File: config.mk
export PLATFORM = sky130hd
export DESIGN_NAME = round_robin_task_scheduler_top
export DESIGN_NICKNAME = d
export VERILOG_FILES = /design/src/rtl/rrts_pkg.sv /design/src/rtl/round_robin_task_scheduler_top.sv /design/src/rtl/rrts_ram.sv /design/src/rtl/rrts_ctrl.sv /design/src/rtl/rrts_dpath.sv
export VERILOG_INCLUDE_DIRS = /design/src /design/src/rtl
export SDC_FILE = /design/constraint.sdc
export NUM_CORES = 1
export LEC_CHECK = 0
export ABC_AREA = 1
export ABC_CLOCK_PERIOD_IN_PS = 2900
export BUFFER_PORTS_ARGS = -buffer_cell sky130_fd_sc_hd__clkbuf_2
export CAP_MARGIN = 15
export CORE_ASPECT_RATIO = 0.7
export CORE_MARGIN = 2
export CORE_UTILIZATION = 35
export DETAILED_ROUTE_END_ITERATION = 6
export HOLD_SLACK_MARGIN = 0.08
export PLACE_DENSITY_LB_ADDON = 0.15
export SKIP_LAST_GASP = 1
export SYNTH_ARGS = -nofsm -noshare
export SYNTH_HDL_FRONTEND = slang
export SYNTH_SLANG_ARGS = --single-unit
File: constraint.sdc
create_clock -name clk -period 2.9 [get_ports clk]
set_input_delay 0.29 -clock clk [delete_from_list [all_inputs] [get_ports clk]]
set_output_delay 0.29 -clock clk [all_outputs]
set_load 0.005 [all_outputs]
File: src/rtl/assert_macros.svh
// Assertion helpers shared by the scheduler RTL.
`ifndef ASSERT_MACROS_SVH
`define ASSERT_MACROS_SVH

// Same-cycle implication, off while reset is asserted.
`define RRTS_ASSERT_IMP(lbl, clk, rst_n, ante, cons) \
  lbl: assert property (@(posedge clk) disable iff (!rst_n) (ante) |-> (cons)) \
    else $error("scheduler assertion failed");

// Next-cycle implication, off while reset is asserted.
`define RRTS_ASSERT_NXT(lbl, clk, rst_n, ante, cons) \
  lbl: assert property (@(posedge clk) disable iff (!rst_n) (ante) |=> (cons)) \
    else $error("scheduler assertion failed");

`endif

File: src/rtl/rrts_pkg.sv
`timescale 1ns / 1ps
// ----------------------------------------------------------------------------
// rrts_pkg
// Shared types and codes for the round-robin task scheduler.
// ----------------------------------------------------------------------------
package rrts_pkg;

  // Event kinds carried on the input tuser
  typedef enum logic [2:0] {
    K_ADD     = 3'd0,
    K_BLOCK   = 3'd1,
    K_UNBLOCK = 3'd2,
    K_SCHED   = 3'd3,
    K_YIELD   = 3'd4,
    K_START   = 3'd5
  } kind_t;

  // Per-slot task state
  typedef enum logic [1:0] {
    ST_ABSENT  = 2'd0,
    ST_READY   = 2'd1,
    ST_BLOCKED = 2'd2,
    ST_RUNNING = 2'd3
  } slot_st_t;

  // Controller states
  typedef enum logic [3:0] {
    S_IDLE,
    S_DECODE,
    S_ID_WR,
    S_SCAN_RD,
    S_SCAN_CHK,
    S_APPEND,
    S_PICK,
    S_OLD,
    S_NEW,
    S_HEAD,
    S_HEAD_CHK,
    S_OUT
  } fsm_t;

  // Address source for the slot table port
  typedef enum logic [1:0] {
    RS_ID,
    RS_SCAN,
    RS_TARGET,
    RS_CUR
  } rsel_t;

  typedef struct packed {
    rsel_t rsel;
    logic  capture;
    logic  id_write;
    logic  scan_chk;
    logic  append;
    logic  swap_old;
    logic  swap_new;
    logic  take_head;
    logic  load_out;
  } cmd_t;

  typedef struct packed {
    kind_t    kind;
    logic     id_ok;
    slot_st_t st_rd;
    logic     len_zero;
    logic     idx_last;
    logic     target_valid;
    logic     target_is_cur;
    logic     present;
  } sts_t;

  localparam int unsigned IN_DATA_W  = 8;
  localparam int unsigned IN_USER_W  = 3;
  localparam int unsigned OUT_DATA_W = 16;
  localparam int unsigned ID_W       = 4;
  localparam int unsigned ID_SLOTS   = 16;

endpackage

File: src/rtl/round_robin_task_scheduler_top.sv
`timescale 1ns / 1ps
// ----------------------------------------------------------------------------
// round_robin_task_scheduler_top
// Round-robin task scheduler: slot table plus ordered ready list.
// ----------------------------------------------------------------------------
// Each input beat is one event (add, block, unblock, schedule, yield, start)
// and yields exactly one output beat reporting the current task afterwards.
// Events are processed one at a time. Add and unblock walk the ready list,
// as do schedule and yield; the ready list holds at most 16 slots. The walk
// reads the order-list RAM: each entry is read by presenting its address in
// S_SCAN_RD and then using the registered read data in S_SCAN_CHK. A new
// event is taken as soon as the previous one has reached the output register,
// even if that beat is still stalled. No clearing pass is needed after reset;
// the list RAM is only read within the valid length.
// ----------------------------------------------------------------------------
module round_robin_task_scheduler_top #(
  // Slot table size; only slots 0..15 can be named by a task id
  parameter int unsigned MAX_TASKS = 16
) (
  input  logic                                clk,
  input  logic                                rst_n,
  // Event channel
  input  logic                                in_tvalid,
  output logic                                in_tready,
  input  logic [rrts_pkg::IN_DATA_W-1:0]      in_tdata,   // [3:0] task_id, [4] user_mode
  input  logic [rrts_pkg::IN_USER_W-1:0]      in_tuser,   // [2:0] kind
  // Result channel
  output logic                                out_tvalid,
  input  logic                                out_tready,
  output logic [rrts_pkg::OUT_DATA_W-1:0]     out_tdata   // [0] acted, [1] switched,
                                                          // [2] running_valid,
                                                          // [6:3] running_id,
                                                          // [7] running_user,
                                                          // [8] previous_valid,
                                                          // [12:9] previous_id
);

  rrts_pkg::cmd_t cmd;
  rrts_pkg::sts_t sts;

  // Sequencer: decode, list walk, task switch, result hand-off
  rrts_ctrl u_ctrl (
    .clk        (clk),
    .rst_n      (rst_n),
    .in_tvalid  (in_tvalid),
    .in_tready  (in_tready),
    .out_tvalid (out_tvalid),
    .out_tready (out_tready),
    .sts        (sts),
    .cmd        (cmd)
  );

  // Slot table, ready list, current task and result register
  rrts_dpath #(
    .MAX_TASKS (MAX_TASKS)
  ) u_dpath (
    .clk       (clk),
    .rst_n     (rst_n),
    .in_tdata  (in_tdata),
    .in_tuser  (in_tuser),
    .cmd       (cmd),
    .sts       (sts),
    .out_tdata (out_tdata)
  );

endmodule

File: src/rtl/rrts_ram.sv
`timescale 1ns / 1ps
// ----------------------------------------------------------------------------
// rrts_ram
// Generic single-write, single-read RAM with registered read data.
// ----------------------------------------------------------------------------
module rrts_ram #(
  parameter int unsigned WIDTH = 4,
  parameter int unsigned DEPTH = 16
) (
  input  logic                                   clk,
  input  logic                                   we,
  input  logic [(DEPTH > 1 ? $clog2(DEPTH) : 1)-1:0] waddr,
  input  logic [WIDTH-1:0]                       wdata,
  input  logic [(DEPTH > 1 ? $clog2(DEPTH) : 1)-1:0] raddr,
  output logic [WIDTH-1:0]                       rdata
);

  logic [WIDTH-1:0] mem [DEPTH];

  always_ff @(posedge clk) begin
    if (we) begin
      mem[waddr] <= wdata;
    end
    rdata <= mem[raddr];
  end

endmodule

File: src/rtl/rrts_ctrl.sv
`timescale 1ns / 1ps
`include "assert_macros.svh"
// ----------------------------------------------------------------------------
// rrts_ctrl
// Event sequencer: steps the datapath through decode, list scan and update.
// ----------------------------------------------------------------------------
module rrts_ctrl (
  input  logic           clk,
  input  logic           rst_n,
  input  logic           in_tvalid,
  output logic           in_tready,
  output logic           out_tvalid,
  input  logic           out_tready,
  input  rrts_pkg::sts_t sts,
  output rrts_pkg::cmd_t cmd
);

  rrts_pkg::fsm_t state_r, state_nxt;
  logic           out_valid_r, out_valid_nxt;
  logic           out_free;
  logic           start_needed;

  assign out_free     = !out_valid_r || out_tready;
  assign start_needed = !sts.present || !sts.target_is_cur ||
                        (sts.st_rd != rrts_pkg::ST_RUNNING);

  // Next state
  always_comb begin
    state_nxt = state_r;
    case (state_r)
      rrts_pkg::S_IDLE: begin
        if (in_tvalid) begin
          state_nxt = rrts_pkg::S_DECODE;
        end
      end
      rrts_pkg::S_DECODE: begin
        case (sts.kind)
          rrts_pkg::K_ADD: begin
            state_nxt = sts.id_ok ? rrts_pkg::S_ID_WR : rrts_pkg::S_OUT;
          end
          rrts_pkg::K_BLOCK: begin
            state_nxt = (sts.id_ok && sts.st_rd != rrts_pkg::ST_ABSENT &&
                         sts.st_rd != rrts_pkg::ST_BLOCKED) ?
                        rrts_pkg::S_ID_WR : rrts_pkg::S_OUT;
          end
          rrts_pkg::K_UNBLOCK: begin
            state_nxt = (sts.id_ok && sts.st_rd == rrts_pkg::ST_BLOCKED) ?
                        rrts_pkg::S_ID_WR : rrts_pkg::S_OUT;
          end
          rrts_pkg::K_SCHED: begin
            state_nxt = sts.len_zero ? rrts_pkg::S_OUT : rrts_pkg::S_SCAN_RD;
          end
          rrts_pkg::K_YIELD: begin
            state_nxt = (sts.len_zero || !sts.present) ?
                        rrts_pkg::S_OUT : rrts_pkg::S_SCAN_RD;
          end
          rrts_pkg::K_START: begin
            state_nxt = sts.len_zero ? rrts_pkg::S_OUT : rrts_pkg::S_HEAD;
          end
          default: begin
            state_nxt = rrts_pkg::S_OUT;
          end
        endcase
      end
      rrts_pkg::S_ID_WR: begin
        if (sts.kind == rrts_pkg::K_BLOCK) begin
          state_nxt = rrts_pkg::S_OUT;
        end else if (sts.len_zero) begin
          state_nxt = rrts_pkg::S_APPEND;
        end else begin
          state_nxt = rrts_pkg::S_SCAN_RD;
        end
      end
      rrts_pkg::S_SCAN_RD: begin
        state_nxt = rrts_pkg::S_SCAN_CHK;
      end
      rrts_pkg::S_SCAN_CHK: begin
        if (!sts.idx_last) begin
          state_nxt = rrts_pkg::S_SCAN_RD;
        end else if (sts.kind == rrts_pkg::K_ADD || sts.kind == rrts_pkg::K_UNBLOCK) begin
          state_nxt = rrts_pkg::S_APPEND;
        end else begin
          state_nxt = rrts_pkg::S_PICK;
        end
      end
      rrts_pkg::S_APPEND: begin
        state_nxt = rrts_pkg::S_OUT;
      end
      rrts_pkg::S_PICK: begin
        if (!sts.target_valid || sts.target_is_cur) begin
          state_nxt = rrts_pkg::S_OUT;
        end else begin
          state_nxt = sts.present ? rrts_pkg::S_OLD : rrts_pkg::S_NEW;
        end
      end
      rrts_pkg::S_OLD: begin
        state_nxt = rrts_pkg::S_NEW;
      end
      rrts_pkg::S_NEW: begin
        state_nxt = rrts_pkg::S_OUT;
      end
      rrts_pkg::S_HEAD: begin
        state_nxt = rrts_pkg::S_HEAD_CHK;
      end
      rrts_pkg::S_HEAD_CHK: begin
        if (!start_needed) begin
          state_nxt = rrts_pkg::S_OUT;
        end else begin
          state_nxt = sts.present ? rrts_pkg::S_OLD : rrts_pkg::S_NEW;
        end
      end
      rrts_pkg::S_OUT: begin
        if (out_free) begin
          state_nxt = rrts_pkg::S_IDLE;
        end
      end
      default: begin
        state_nxt = rrts_pkg::S_IDLE;
      end
    endcase
  end

  // Commands
  always_comb begin
    cmd      = '0;
    cmd.rsel = rrts_pkg::RS_ID;
    case (state_r)
      rrts_pkg::S_IDLE: begin
        cmd.capture = in_tvalid;
      end
      rrts_pkg::S_ID_WR: begin
        cmd.id_write = 1'b1;
      end
      rrts_pkg::S_SCAN_CHK: begin
        cmd.rsel     = rrts_pkg::RS_SCAN;
        cmd.scan_chk = 1'b1;
      end
      rrts_pkg::S_APPEND: begin
        cmd.append = 1'b1;
      end
      rrts_pkg::S_PICK: begin
        cmd.rsel = rrts_pkg::RS_TARGET;
      end
      rrts_pkg::S_OLD: begin
        cmd.rsel     = rrts_pkg::RS_CUR;
        cmd.swap_old = 1'b1;
      end
      rrts_pkg::S_NEW: begin
        cmd.rsel     = rrts_pkg::RS_TARGET;
        cmd.swap_new = 1'b1;
      end
      rrts_pkg::S_HEAD: begin
        cmd.take_head = 1'b1;
      end
      rrts_pkg::S_HEAD_CHK: begin
        cmd.rsel = rrts_pkg::RS_TARGET;
      end
      rrts_pkg::S_OUT: begin
        cmd.load_out = out_free;
      end
      default: begin
        cmd.rsel = rrts_pkg::RS_ID;
      end
    endcase
  end

  always_comb begin
    out_valid_nxt = out_valid_r;
    if (cmd.load_out) begin
      out_valid_nxt = 1'b1;
    end else if (out_tready) begin
      out_valid_nxt = 1'b0;
    end
  end

  always_ff @(posedge clk) begin
    if (!rst_n) begin
      state_r     <= rrts_pkg::S_IDLE;
      out_valid_r <= 1'b0;
    end else begin
      state_r     <= state_nxt;
      out_valid_r <= out_valid_nxt;
    end
  end

  assign in_tready  = (state_r == rrts_pkg::S_IDLE);
  assign out_tvalid = out_valid_r;

  `RRTS_ASSERT_NXT(a_accept_decodes, clk, rst_n, in_tvalid && in_tready, state_r == rrts_pkg::S_DECODE)
  `RRTS_ASSERT_IMP(a_switch_has_target, clk, rst_n, state_r == rrts_pkg::S_NEW, sts.target_valid)
  `RRTS_ASSERT_NXT(a_load_shows_beat, clk, rst_n, cmd.load_out, out_valid_r && state_r == rrts_pkg::S_IDLE)

endmodule

File: src/rtl/rrts_dpath.sv
`timescale 1ns / 1ps
`include "assert_macros.svh"
// ----------------------------------------------------------------------------
// rrts_dpath
// Slot table, ready list RAM, current task and result register.
// ----------------------------------------------------------------------------
module rrts_dpath #(
  parameter int unsigned MAX_TASKS = 16
) (
  input  logic                                 clk,
  input  logic                                 rst_n,
  input  logic [rrts_pkg::IN_DATA_W-1:0]       in_tdata,
  input  logic [rrts_pkg::IN_USER_W-1:0]       in_tuser,
  input  rrts_pkg::cmd_t                       cmd,
  output rrts_pkg::sts_t                       sts,
  output logic [rrts_pkg::OUT_DATA_W-1:0]      out_tdata
);

  // Only slots that a 4-bit task id can name are ever touched
  localparam int unsigned NSLOT = (MAX_TASKS < rrts_pkg::ID_SLOTS) ?
                                  MAX_TASKS : rrts_pkg::ID_SLOTS;
  localparam int unsigned SW = $clog2(NSLOT);
  localparam int unsigned LW = $clog2(NSLOT + 1);

  // Event registers
  logic [rrts_pkg::IN_USER_W-1:0] kind_r;
  logic [rrts_pkg::ID_W-1:0]      id_r;
  logic                           user_r;

  // Scheduler state
  rrts_pkg::slot_st_t st_r  [NSLOT];
  logic               usr_r [NSLOT];
  logic [LW-1:0]      len_r;
  logic [SW-1:0]      cur_r;
  logic               present_r;
  logic               cur_user_r;

  // Scan state
  logic [LW-1:0] idx_r;
  logic          found_r;
  logic          curhit_r;
  logic          after_v_r;
  logic [SW-1:0] after_r;
  logic          first_v_r;
  logic [SW-1:0] first_r;

  // Result flags
  logic          acted_r;
  logic          switched_r;
  logic          prev_valid_r;
  logic [SW-1:0] prev_id_r;
  logic [rrts_pkg::OUT_DATA_W-1:0] out_data_r;

  logic               is_move;
  logic               id_ok;
  logic [SW-1:0]      id_slot;
  logic [SW-1:0]      target;
  logic [SW-1:0]      addr;
  rrts_pkg::slot_st_t st_rd;
  logic               usr_rd;
  logic [LW:0]        idx_inc;

  logic          ram_we;
  logic [SW-1:0] ram_waddr;
  logic [SW-1:0] ram_wdata;
  logic [SW-1:0] ram_rdata;
  logic [LW-1:0] tail;

  assign is_move = (kind_r == rrts_pkg::K_ADD) || (kind_r == rrts_pkg::K_UNBLOCK);
  assign id_ok   = (32'(id_r) < 32'(NSLOT));
  assign id_slot = id_r[SW-1:0];
  assign target  = after_v_r ? after_r : first_r;
  assign idx_inc = {1'b0, idx_r} + (LW + 1)'(1);
  assign tail    = found_r ? (len_r - LW'(1)) : len_r;

  // One table port: every read and write goes through this address
  always_comb begin
    case (cmd.rsel)
      rrts_pkg::RS_ID:     addr = id_slot;
      rrts_pkg::RS_SCAN:   addr = ram_rdata;
      rrts_pkg::RS_TARGET: addr = target;
      rrts_pkg::RS_CUR:    addr = cur_r;
      default:             addr = id_slot;
    endcase
  end

  assign st_rd  = st_r[addr];
  assign usr_rd = usr_r[addr];

  // Ready list: shift entries down behind the moved slot, then write the tail
  always_comb begin
    ram_we    = 1'b0;
    ram_waddr = tail[SW-1:0];
    ram_wdata = id_slot;
    if (cmd.append) begin
      ram_we = 1'b1;
    end else if (cmd.scan_chk && is_move && found_r) begin
      ram_we    = 1'b1;
      ram_waddr = SW'(idx_r - LW'(1));
      ram_wdata = ram_rdata;
    end
  end

  rrts_ram #(
    .WIDTH (SW),
    .DEPTH (NSLOT)
  ) u_list (
    .clk   (clk),
    .we    (ram_we),
    .waddr (ram_waddr),
    .wdata (ram_wdata),
    .raddr (idx_r[SW-1:0]),
    .rdata (ram_rdata)
  );

  // Control state
  always_ff @(posedge clk) begin
    if (!rst_n) begin
      for (int i = 0; i < int'(NSLOT); i++) begin
        st_r[i]  <= rrts_pkg::ST_ABSENT;
        usr_r[i] <= 1'b0;
      end
      len_r      <= '0;
      cur_r      <= '0;
      present_r  <= 1'b0;
      cur_user_r <= 1'b0;
    end else begin
      if (cmd.id_write) begin
        st_r[addr] <= (kind_r == rrts_pkg::K_BLOCK) ?
                      rrts_pkg::ST_BLOCKED : rrts_pkg::ST_READY;
        if (kind_r == rrts_pkg::K_ADD) begin
          usr_r[addr] <= user_r;
          if (present_r && cur_r == addr) begin
            cur_user_r <= user_r;
          end
        end
      end
      if (cmd.append && !found_r) begin
        len_r <= len_r + LW'(1);
      end
      // Previous task drops back to ready only on schedule or yield
      if (cmd.swap_old && kind_r != rrts_pkg::K_START && st_rd == rrts_pkg::ST_RUNNING) begin
        st_r[addr] <= rrts_pkg::ST_READY;
      end
      if (cmd.swap_new) begin
        st_r[addr] <= rrts_pkg::ST_RUNNING;
        cur_r      <= addr;
        present_r  <= 1'b1;
        cur_user_r <= usr_rd;
      end
    end
  end

  // Per-event working registers
  always_ff @(posedge clk) begin
    if (cmd.capture) begin
      kind_r       <= in_tuser;
      id_r         <= in_tdata[rrts_pkg::ID_W-1:0];
      user_r       <= in_tdata[rrts_pkg::ID_W];
      idx_r        <= '0;
      found_r      <= 1'b0;
      curhit_r     <= 1'b0;
      after_v_r    <= 1'b0;
      first_v_r    <= 1'b0;
      acted_r      <= 1'b0;
      switched_r   <= 1'b0;
      prev_valid_r <= 1'b0;
      prev_id_r    <= '0;
    end
    if (cmd.scan_chk) begin
      idx_r <= idx_inc[LW-1:0];
      if (is_move) begin
        if (ram_rdata == id_slot) begin
          found_r <= 1'b1;
        end
      end else begin
        if (present_r && ram_rdata == cur_r) begin
          curhit_r <= 1'b1;
        end
        if (st_rd == rrts_pkg::ST_READY) begin
          if (!first_v_r) begin
            first_v_r <= 1'b1;
            first_r   <= ram_rdata;
          end
          // first ready slot past the current one wins over a wrapped match
          if (curhit_r && !after_v_r) begin
            after_v_r <= 1'b1;
            after_r   <= ram_rdata;
          end
        end
      end
    end
    if (cmd.take_head) begin
      first_v_r <= 1'b1;
      first_r   <= ram_rdata;
    end
    if (cmd.id_write || cmd.append) begin
      acted_r <= 1'b1;
    end
    if (cmd.swap_old) begin
      prev_valid_r <= 1'b1;
      prev_id_r    <= cur_r;
    end
    if (cmd.swap_new) begin
      acted_r    <= 1'b1;
      switched_r <= 1'b1;
    end
    if (cmd.load_out) begin
      out_data_r <= {3'b000,
                     rrts_pkg::ID_W'(prev_id_r),
                     prev_valid_r,
                     present_r & cur_user_r,
                     present_r ? rrts_pkg::ID_W'(cur_r) : rrts_pkg::ID_W'(0),
                     present_r,
                     switched_r,
                     acted_r};
    end
  end

  assign out_tdata = out_data_r;

  assign sts.kind          = rrts_pkg::kind_t'(kind_r);
  assign sts.id_ok         = id_ok;
  assign sts.st_rd         = st_rd;
  assign sts.len_zero      = (len_r == '0);
  assign sts.idx_last      = (idx_inc == {1'b0, len_r});
  assign sts.target_valid  = after_v_r || first_v_r;
  assign sts.target_is_cur = present_r && (target == cur_r);
  assign sts.present       = present_r;

  `RRTS_ASSERT_IMP(a_len_bound, clk, rst_n, 1'b1, len_r <= LW'(NSLOT))
  `RRTS_ASSERT_NXT(a_present_sticky, clk, rst_n, present_r, present_r)
  `RRTS_ASSERT_IMP(a_shift_after_hit, clk, rst_n, ram_we && !cmd.append, idx_r != '0)

endmodule
### Yosys cells after proc, flatten, opt, wreduce, memory -nomap -nowiden

Memory sizes are Yosys's and may differ from the RTL's. A register that Yosys moved wholly into a read port is not among the register bits.
Index checks and enable logic that the tools add are counted.

* $lt $le $gt $ge: 0
* reductions and logical operators: 47
* div/mod/pow operators: 0
* muxes and demuxes: 88
* bitwise logic cells: 4
* shifts and indexed selects: 0
* $mul: 0
* eq/ne operators: 34
* add/sub/neg operators: 4

Operators with widths (number)
* 4-bit two-way mux: 26
* 1-bit two-way mux: 49
* 4-bit one-hot mux with 11 select lines: 1
* 4-bit one-hot mux with 6 select lines: 1
* 2-bit nonzero test: 9
* 4-bit by 3-bit == test with 1-bit output (second input constant): 4
* 4-bit == test: 4
* 4-bit == test (second input constant): 4
* 4-bit one-hot mux with 4 select lines: 1
* 2-bit two-way mux: 6
* 1-bit logical AND: 10
* 5-bit two-way mux: 2
* 2-bit != test (second input constant): 5
* 2-bit == test (second input constant): 4
* 4-bit by 2-bit == test with 1-bit output (second input constant): 2
* 1-bit logical OR: 8
* 4-bit AND reduction: 2
* 4-bit by 1-bit subtractor with 4-bit output (second input constant): 2
* 1-bit logical NOT: 7
* 5-bit by 1-bit adder with 6-bit output (second input constant): 1
* 3-bit by 2-bit == test with 1-bit output (second input constant): 2
* 3-bit == test (second input constant): 2
* 6-bit by 5-bit == test with 1-bit output: 1
* 2-bit one-hot mux with 3 select lines: 1
* 19 further kinds: 23

* memories: 3
* logic and storage cells: 201
* output and inout port bits: 18
* memory bits (read-only): 0
* input port bits: 15
* RAM bits: 112
* flip-flop bits (word level): 60
* latch bits: 0

Memory list
* u_dpath.u_list.mem: words 16, width 4, rd ports 1, clocked after memory_dff 1, wr ports 1, RTL line rrts_ram.sv:18 `logic [WIDTH-1:0] mem [DEPTH];`
* u_dpath.st_r: words 16, width 2, rd ports 1, clocked after memory_dff 0, wr ports 16, RTL line rrts_dpath.sv:31 `rrts_pkg::slot_st_t st_r [NSLOT];`
* u_dpath.usr_r: words 16, width 1, rd ports 1, clocked after memory_dff 1, wr ports 16, RTL line rrts_dpath.sv:32 `logic usr_r [NSLOT];`

### Logic depth before layout (Yosys ltp)

An unclocked memory read counts as a cell.

* depth after elaboration: 15
* depth in mapped cells: 23
* gate-level depth less buffers: 21

### Modules after synthesis

From an unflattened synthesis, not the netlist that was laid out.

* cell total of the unflattened synthesis: 1052
* area, all modules: 8969.9 um^2

By module, submodules not included
* rrts_dpath: cells an instance 646, times used 1, area an instance 5402.7 um^2, sequential area each 2782.7 um^2
* rrts_ram: cells an instance 290, times used 1, area an instance 2966.6 um^2, sequential area each 2001.9 um^2
* rrts_ctrl: cells an instance 116, times used 1, area an instance 600.6 um^2, sequential area each 100.1 um^2

### Worst setup path after synthesis

No wires, ideal clock.

* path type: register to register
* start point: register u_ctrl.state_r[0]
* end point: memory u_dpath.st_r[10][0] (netlist name) (enable)
* path buffers: 3
* clock period less this slack: 2670 ps
* data required time: 2602 ps
* slack: 230 ps
* library setup time: 298 ps
* data arrival time: 2372 ps
* cell stages (with the launch flop): 21
* cells stage by stage: dfxtp_1 > nor2_4 > nand2_2 > nand3_2 > or2_1 > buf_6 > buf_4 > nand3b_1 > nand2_1 > nand2_1 > nand2_1 > nand2_1 > nand2_1 > nor2_4 > nand2_2 > nor2_4 > nand2_2 > nand3_4 > buf_8 > nand3_4 > nand2_1

RTL lines
* from (decl): RTL line rrts_ctrl.sv:18 `rrts_pkg::fsm_t state_r, state_nxt;`
* from (signal assigned): RTL line rrts_ctrl.sv:178 `state_r <= rrts_pkg::S_IDLE;`
* from (signal assigned): RTL line rrts_ctrl.sv:181 `state_r <= state_nxt;`
* to (decl): RTL line rrts_dpath.sv:31

==> Flow_metrics.wiki <==
{| class="wikitable"
! Metric !! Value
|-
| Result of the run || finished clean
|-
| TritonCTS clock tree || built
|-
| Antenna Cells || 0
|-
| Max Clock Skew || 0.0137 ns
|-
| Nets || 1,071
|-
| Sinks on Clock Net || 177
|-
| Fraction of final layout cells sized beyond drive strength 1 || 25.7%
|-
| Synth Flop Type || sky130_fd_sc_hd__edfxtp_1
|-
| Final Non-Filler Cells || between 1,000 and 1,500
|-
| Warnings from Yosys || 0
|-
| Clock buffer count from CTS || 17
|-
| Most frequent cells in the layout || sky130_fd_sc_hd__nand2_1, sky130_fd_sc_hd__edfxtp_1, sky130_fd_sc_hd__nor2_1
|-
| Largest net degree at the start of global routing || 61
|-
| Met2 WL || 8.92 mm
|-
| Slew margin rel. || 65.2%
|-
| Worst Hold Slack || 0.231 ns
|-
| H-tree levels || 4
|-
| Areal power density over the cells || just under 900 mW/mm2
|-
| Setup Crit Path Kind || register to register
|-
| Port Buf Inserts || 26
|-
| Worst setup path end || u_dpath.st_r[11][1]
|-
| Cell depth of the worst min-delay path || 4
|-
| Number of cells on the worst reg-to-reg path || 21
|-
| Initial antenna violation count || 0
|-
| Leakage || around 4.3 nW
|-
| Die width || 192 um
|-
| CTS clk-pin slew, worst paths || 0.07 ns
|-
| Length of the first detailed-routing pass in iterations || 6
|-
| FP Rows || 48
|-
| Max Cap Violations || 0
|-
| Uppermost signal routing layer after detailed routing || met4
|-
| Fraction of registers with async set or reset after synthesis || 0%
|-
| Number of unique standard cell types used by synthesis || between 40 and 50
|-
| Total gr overflow || 0
|-
| Vias in the first global route || 6,348
|-
| Root Driver || sky130_fd_sc_hd__clkbuf_16
|-
| Fmax achieved || 350 MHz
|-
| Final hold vios || 0
|-
| Placed wire-length estimate || 16.7 mm
|-
| Core region area || 0.0245 mm2
|-
| Synthesis-stage register bit count || 177
|-
| Detailed Route WL || 23.3 mm
|-
| Max Root-Sink Buffers || 2
|-
| Average cell area after synthesis || 9.36 um2
|-
| Cell count after synthesis || ~930
|-
| Launching element of the worst setup path || u_ctrl.state_r[2]
|-
| Final number of max-transition violations || 0
|-
| WL per Instance || 16.8 um
|-
| Critical Path End Type || register
|-
| List of cells traversed by the critical path || inv_2 -> nor2_4 -> nand2_4 -> nand3_4 -> or2_4 -> buf_12 -> nand3_1 -> nand2_1 -> nand2_1 -> nand2_1 -> nand2_1 -> nand2_2 -> inv_2 -> nand2_2 -> nand2_2 -> nor2_4 -> nand2_2 -> nand3_4 -> buf_12 -> nand3_4 -> nand2_1
|-
| Initial core utilization || between 30% and 40%
|-
| Summed instance area of the synthesized netlist || 0.00868 mm2
|-
| Worst IR Drop VDD || 0.480 mV
|-
| GPL Wtd Cong || around 0.86
|-
| Worst Setup Start Kind || register
|-
| Setup repair after global routing missed its margin || yes
|-
| Worst R2R Setup Slack || 0.04 ns
|-
| Worst Path Arrival || 3.00 ns
|-
| Placed Instances || 1,339
|-
| Chip Height || between 100 and 150 um
|-
| Die footprint || 0.0261 mm2
|-
| Worst path slowest cell || sky130_fd_sc_hd__dfxtp_2
|-
| Least-Margin Pin Slew || 0.522 ns
|-
| Largest driver fanout on the critical path || 8
|-
| Clock insertion delay at the later pin of the skew report || 0.44 ns
|-
| Number of enable flip-flop cells after synthesis || 134
|-
| Post-route clock period utilization || between 90 and 100%
|-
| Routed Antenna Nets || 0
|-
| Hold crit path type || primary input to register
|-
| Met3 routed wirelength || between 1.5 and 2 mm
|-
| Met1 WL || 12.6 mm
|-
| Dominant cell type by count on the critical path || sky130_fd_sc_hd__nand2_1
|-
| Vias post-DR || 6,834
|-
| R2R Path End || u_dpath.st_r[11][1]
|-
| Required time of the worst setup path || 3.04 ns
|-
| All-layer global routing usage || between 10% and 20%
|-
| Count of final setup violators || 0
|-
| Wire length of the first global-routing pass || 35.8 mm
|-
| FF-to-FF Start || u_ctrl.state_r[2]
|-
| Most common library cell in the layout ignoring fill and taps || sky130_fd_sc_hd__nand2_1
|-
| Seq/Total Area, Yosys || 56.3%
|-
| Via-to-Cell Ratio || 4.92
|-
| Starting DRC count in detailed routing || 605
|-
| Worst path max stage delay || 0.33 ns
|-
| I/O pin total || 33
|-
| P&R area growth vs syn || 25.4%
|-
| Period minus WS final || 2.86 ns
|-
| Setup TNS || 0 ns
|-
| Residual DRC count || 0
|}
## per-stage QoR
step | util (%) | area [um2] | power, mW | setup slack, ns
finish | 44.4 | 10900 | 9.48 | 0.0423
global route | 44.4 | 10900 | 10.0 | -0.114
CTS | 42.7 | 10500 | 9.03 | 0.00147
detailed placement | 40.0 | 9790 | 6.70 | -0.0258
global placement | 40.0 | 9790 | 6.69 | -0.0330
floorplan | - | 8680 | 5.37 | 0.230
## synth_stat cells (6+ instances only)
cell type,count,share of area (%)
sky130_fd_sc_hd__nand3_4,11,2.2
sky130_fd_sc_hd__o21ai_0,73,4.2
sky130_fd_sc_hd__inv_1,96,4.2
sky130_fd_sc_hd__edfxtp_1,134,46
sky130_fd_sc_hd__nor3_1,7,0.40
sky130_fd_sc_hd__a22oi_1,8,0.69
sky130_fd_sc_hd__a21oi_1,25,1.4
sky130_fd_sc_hd__clkbuf_1,23,1.0
sky130_fd_sc_hd__dfxtp_1,43,9.9
sky130_fd_sc_hd__inv_2,8,0.35
sky130_fd_sc_hd__nor2_2,21,1.5
sky130_fd_sc_hd__nand2_1,176,7.6
sky130_fd_sc_hd__nor2_1,123,5.3
sky130_fd_sc_hd__o22ai_1,13,0.94
sky130_fd_sc_hd__nand3_1,45,2.6
sky130_fd_sc_hd__nand2_2,8,0.58
sky130_fd_sc_hd__xor2_1,10,1.0
sky130_fd_sc_hd__nor2_4,6,0.78
sky130_fd_sc_hd__o211ai_1,22,1.9
sky130_fd_sc_hd__o221ai_1,9,0.91
## cell families after synthesis
family	synth area share, %
adders and majority gates	0.721
DFF	56.3
AOI/OAI and AO/OA	11.8
other	0.0432
xor gates and xnor gates	1.51
buffers and inverters	7.02
and+or+nand+nor	22.6
## worst min path at each step
stage / startpoint / to / slack, ns
CTS: out_tready / u_ctrl.out_tvalid / 0.22
global route: out_tready / u_ctrl.out_tvalid / 0.28
detailed placement: u_dpath.prev_id_r[2] / u_dpath.out_tdata[11] / 0.41
floorplan: in_tdata[0] / u_dpath.id_r[0] / 0.39
global placement: u_dpath.prev_id_r[3] / u_dpath.out_tdata[12] / 0.40
finish: out_tready / u_ctrl.out_tvalid / 0.23
## critical path, delay by kind of cell (launching register included)
kind,cells,cell delay [ns]
flip-flops,1,0.33
AND/OR/NAND/NOR,17,1.82
buffers and inverters,4,0.43
## what timing repair did
item	in CTS	in global routing
endpoints found under the hold margin	8	0
endpoints found under the setup margin	8	90
setup buffers	0	6
cloned	0	4
hold buffers	8	0
gates resized for setup	2	80
pin swaps	0	28
## report_power, final
part	total, mW	switching [mW]	leakage [nW]	internal [mW]
Sequential	3.28	0.215	1.61	3.06
Combinational	3.90	2.46	2.41	1.45
Clock	2.30	1.14	0.286	1.16
Total	9.48	3.81	4.31	5.67
## state kept, by name, summed over array words and instances (netlist names), 3 cells and up
register,count
u_dpath.st_r,32
u_dpath.kind_r,3
u_dpath.u_list.mem,64
u_dpath.len_r,5
u_dpath.idx_r,5
u_dpath.out_tdata,13
u_dpath.u_list.rdata,4
u_ctrl.state_r,4
u_dpath.cur_r,4
u_dpath.id_r,4
u_dpath.first_r,4
u_dpath.prev_id_r,4
u_dpath.usr_r,16
u_dpath.after_r,4
## layer usage
| layer | track usage [%] | up-vias |
|---|---|---|
| met1 | 30.3 | 3215 |
| li1 | - | 3396 |
| met5 | 0 | - |
| met4 | 4.07 | 0 |
| met2 | 23.6 | 211 |
| met3 | 3.86 | 12 |
## final cells by class
type	instances	area (um2)
fill	2403	13600
sequential	177	4890
multi-input combinational	610	3460
timing repair buffer	139	1130
clock buffer	17	425
tap	325	407
inverter	106	400
clock inverter	15	163
No activity file was read; power rests on OpenSTA's default activity.
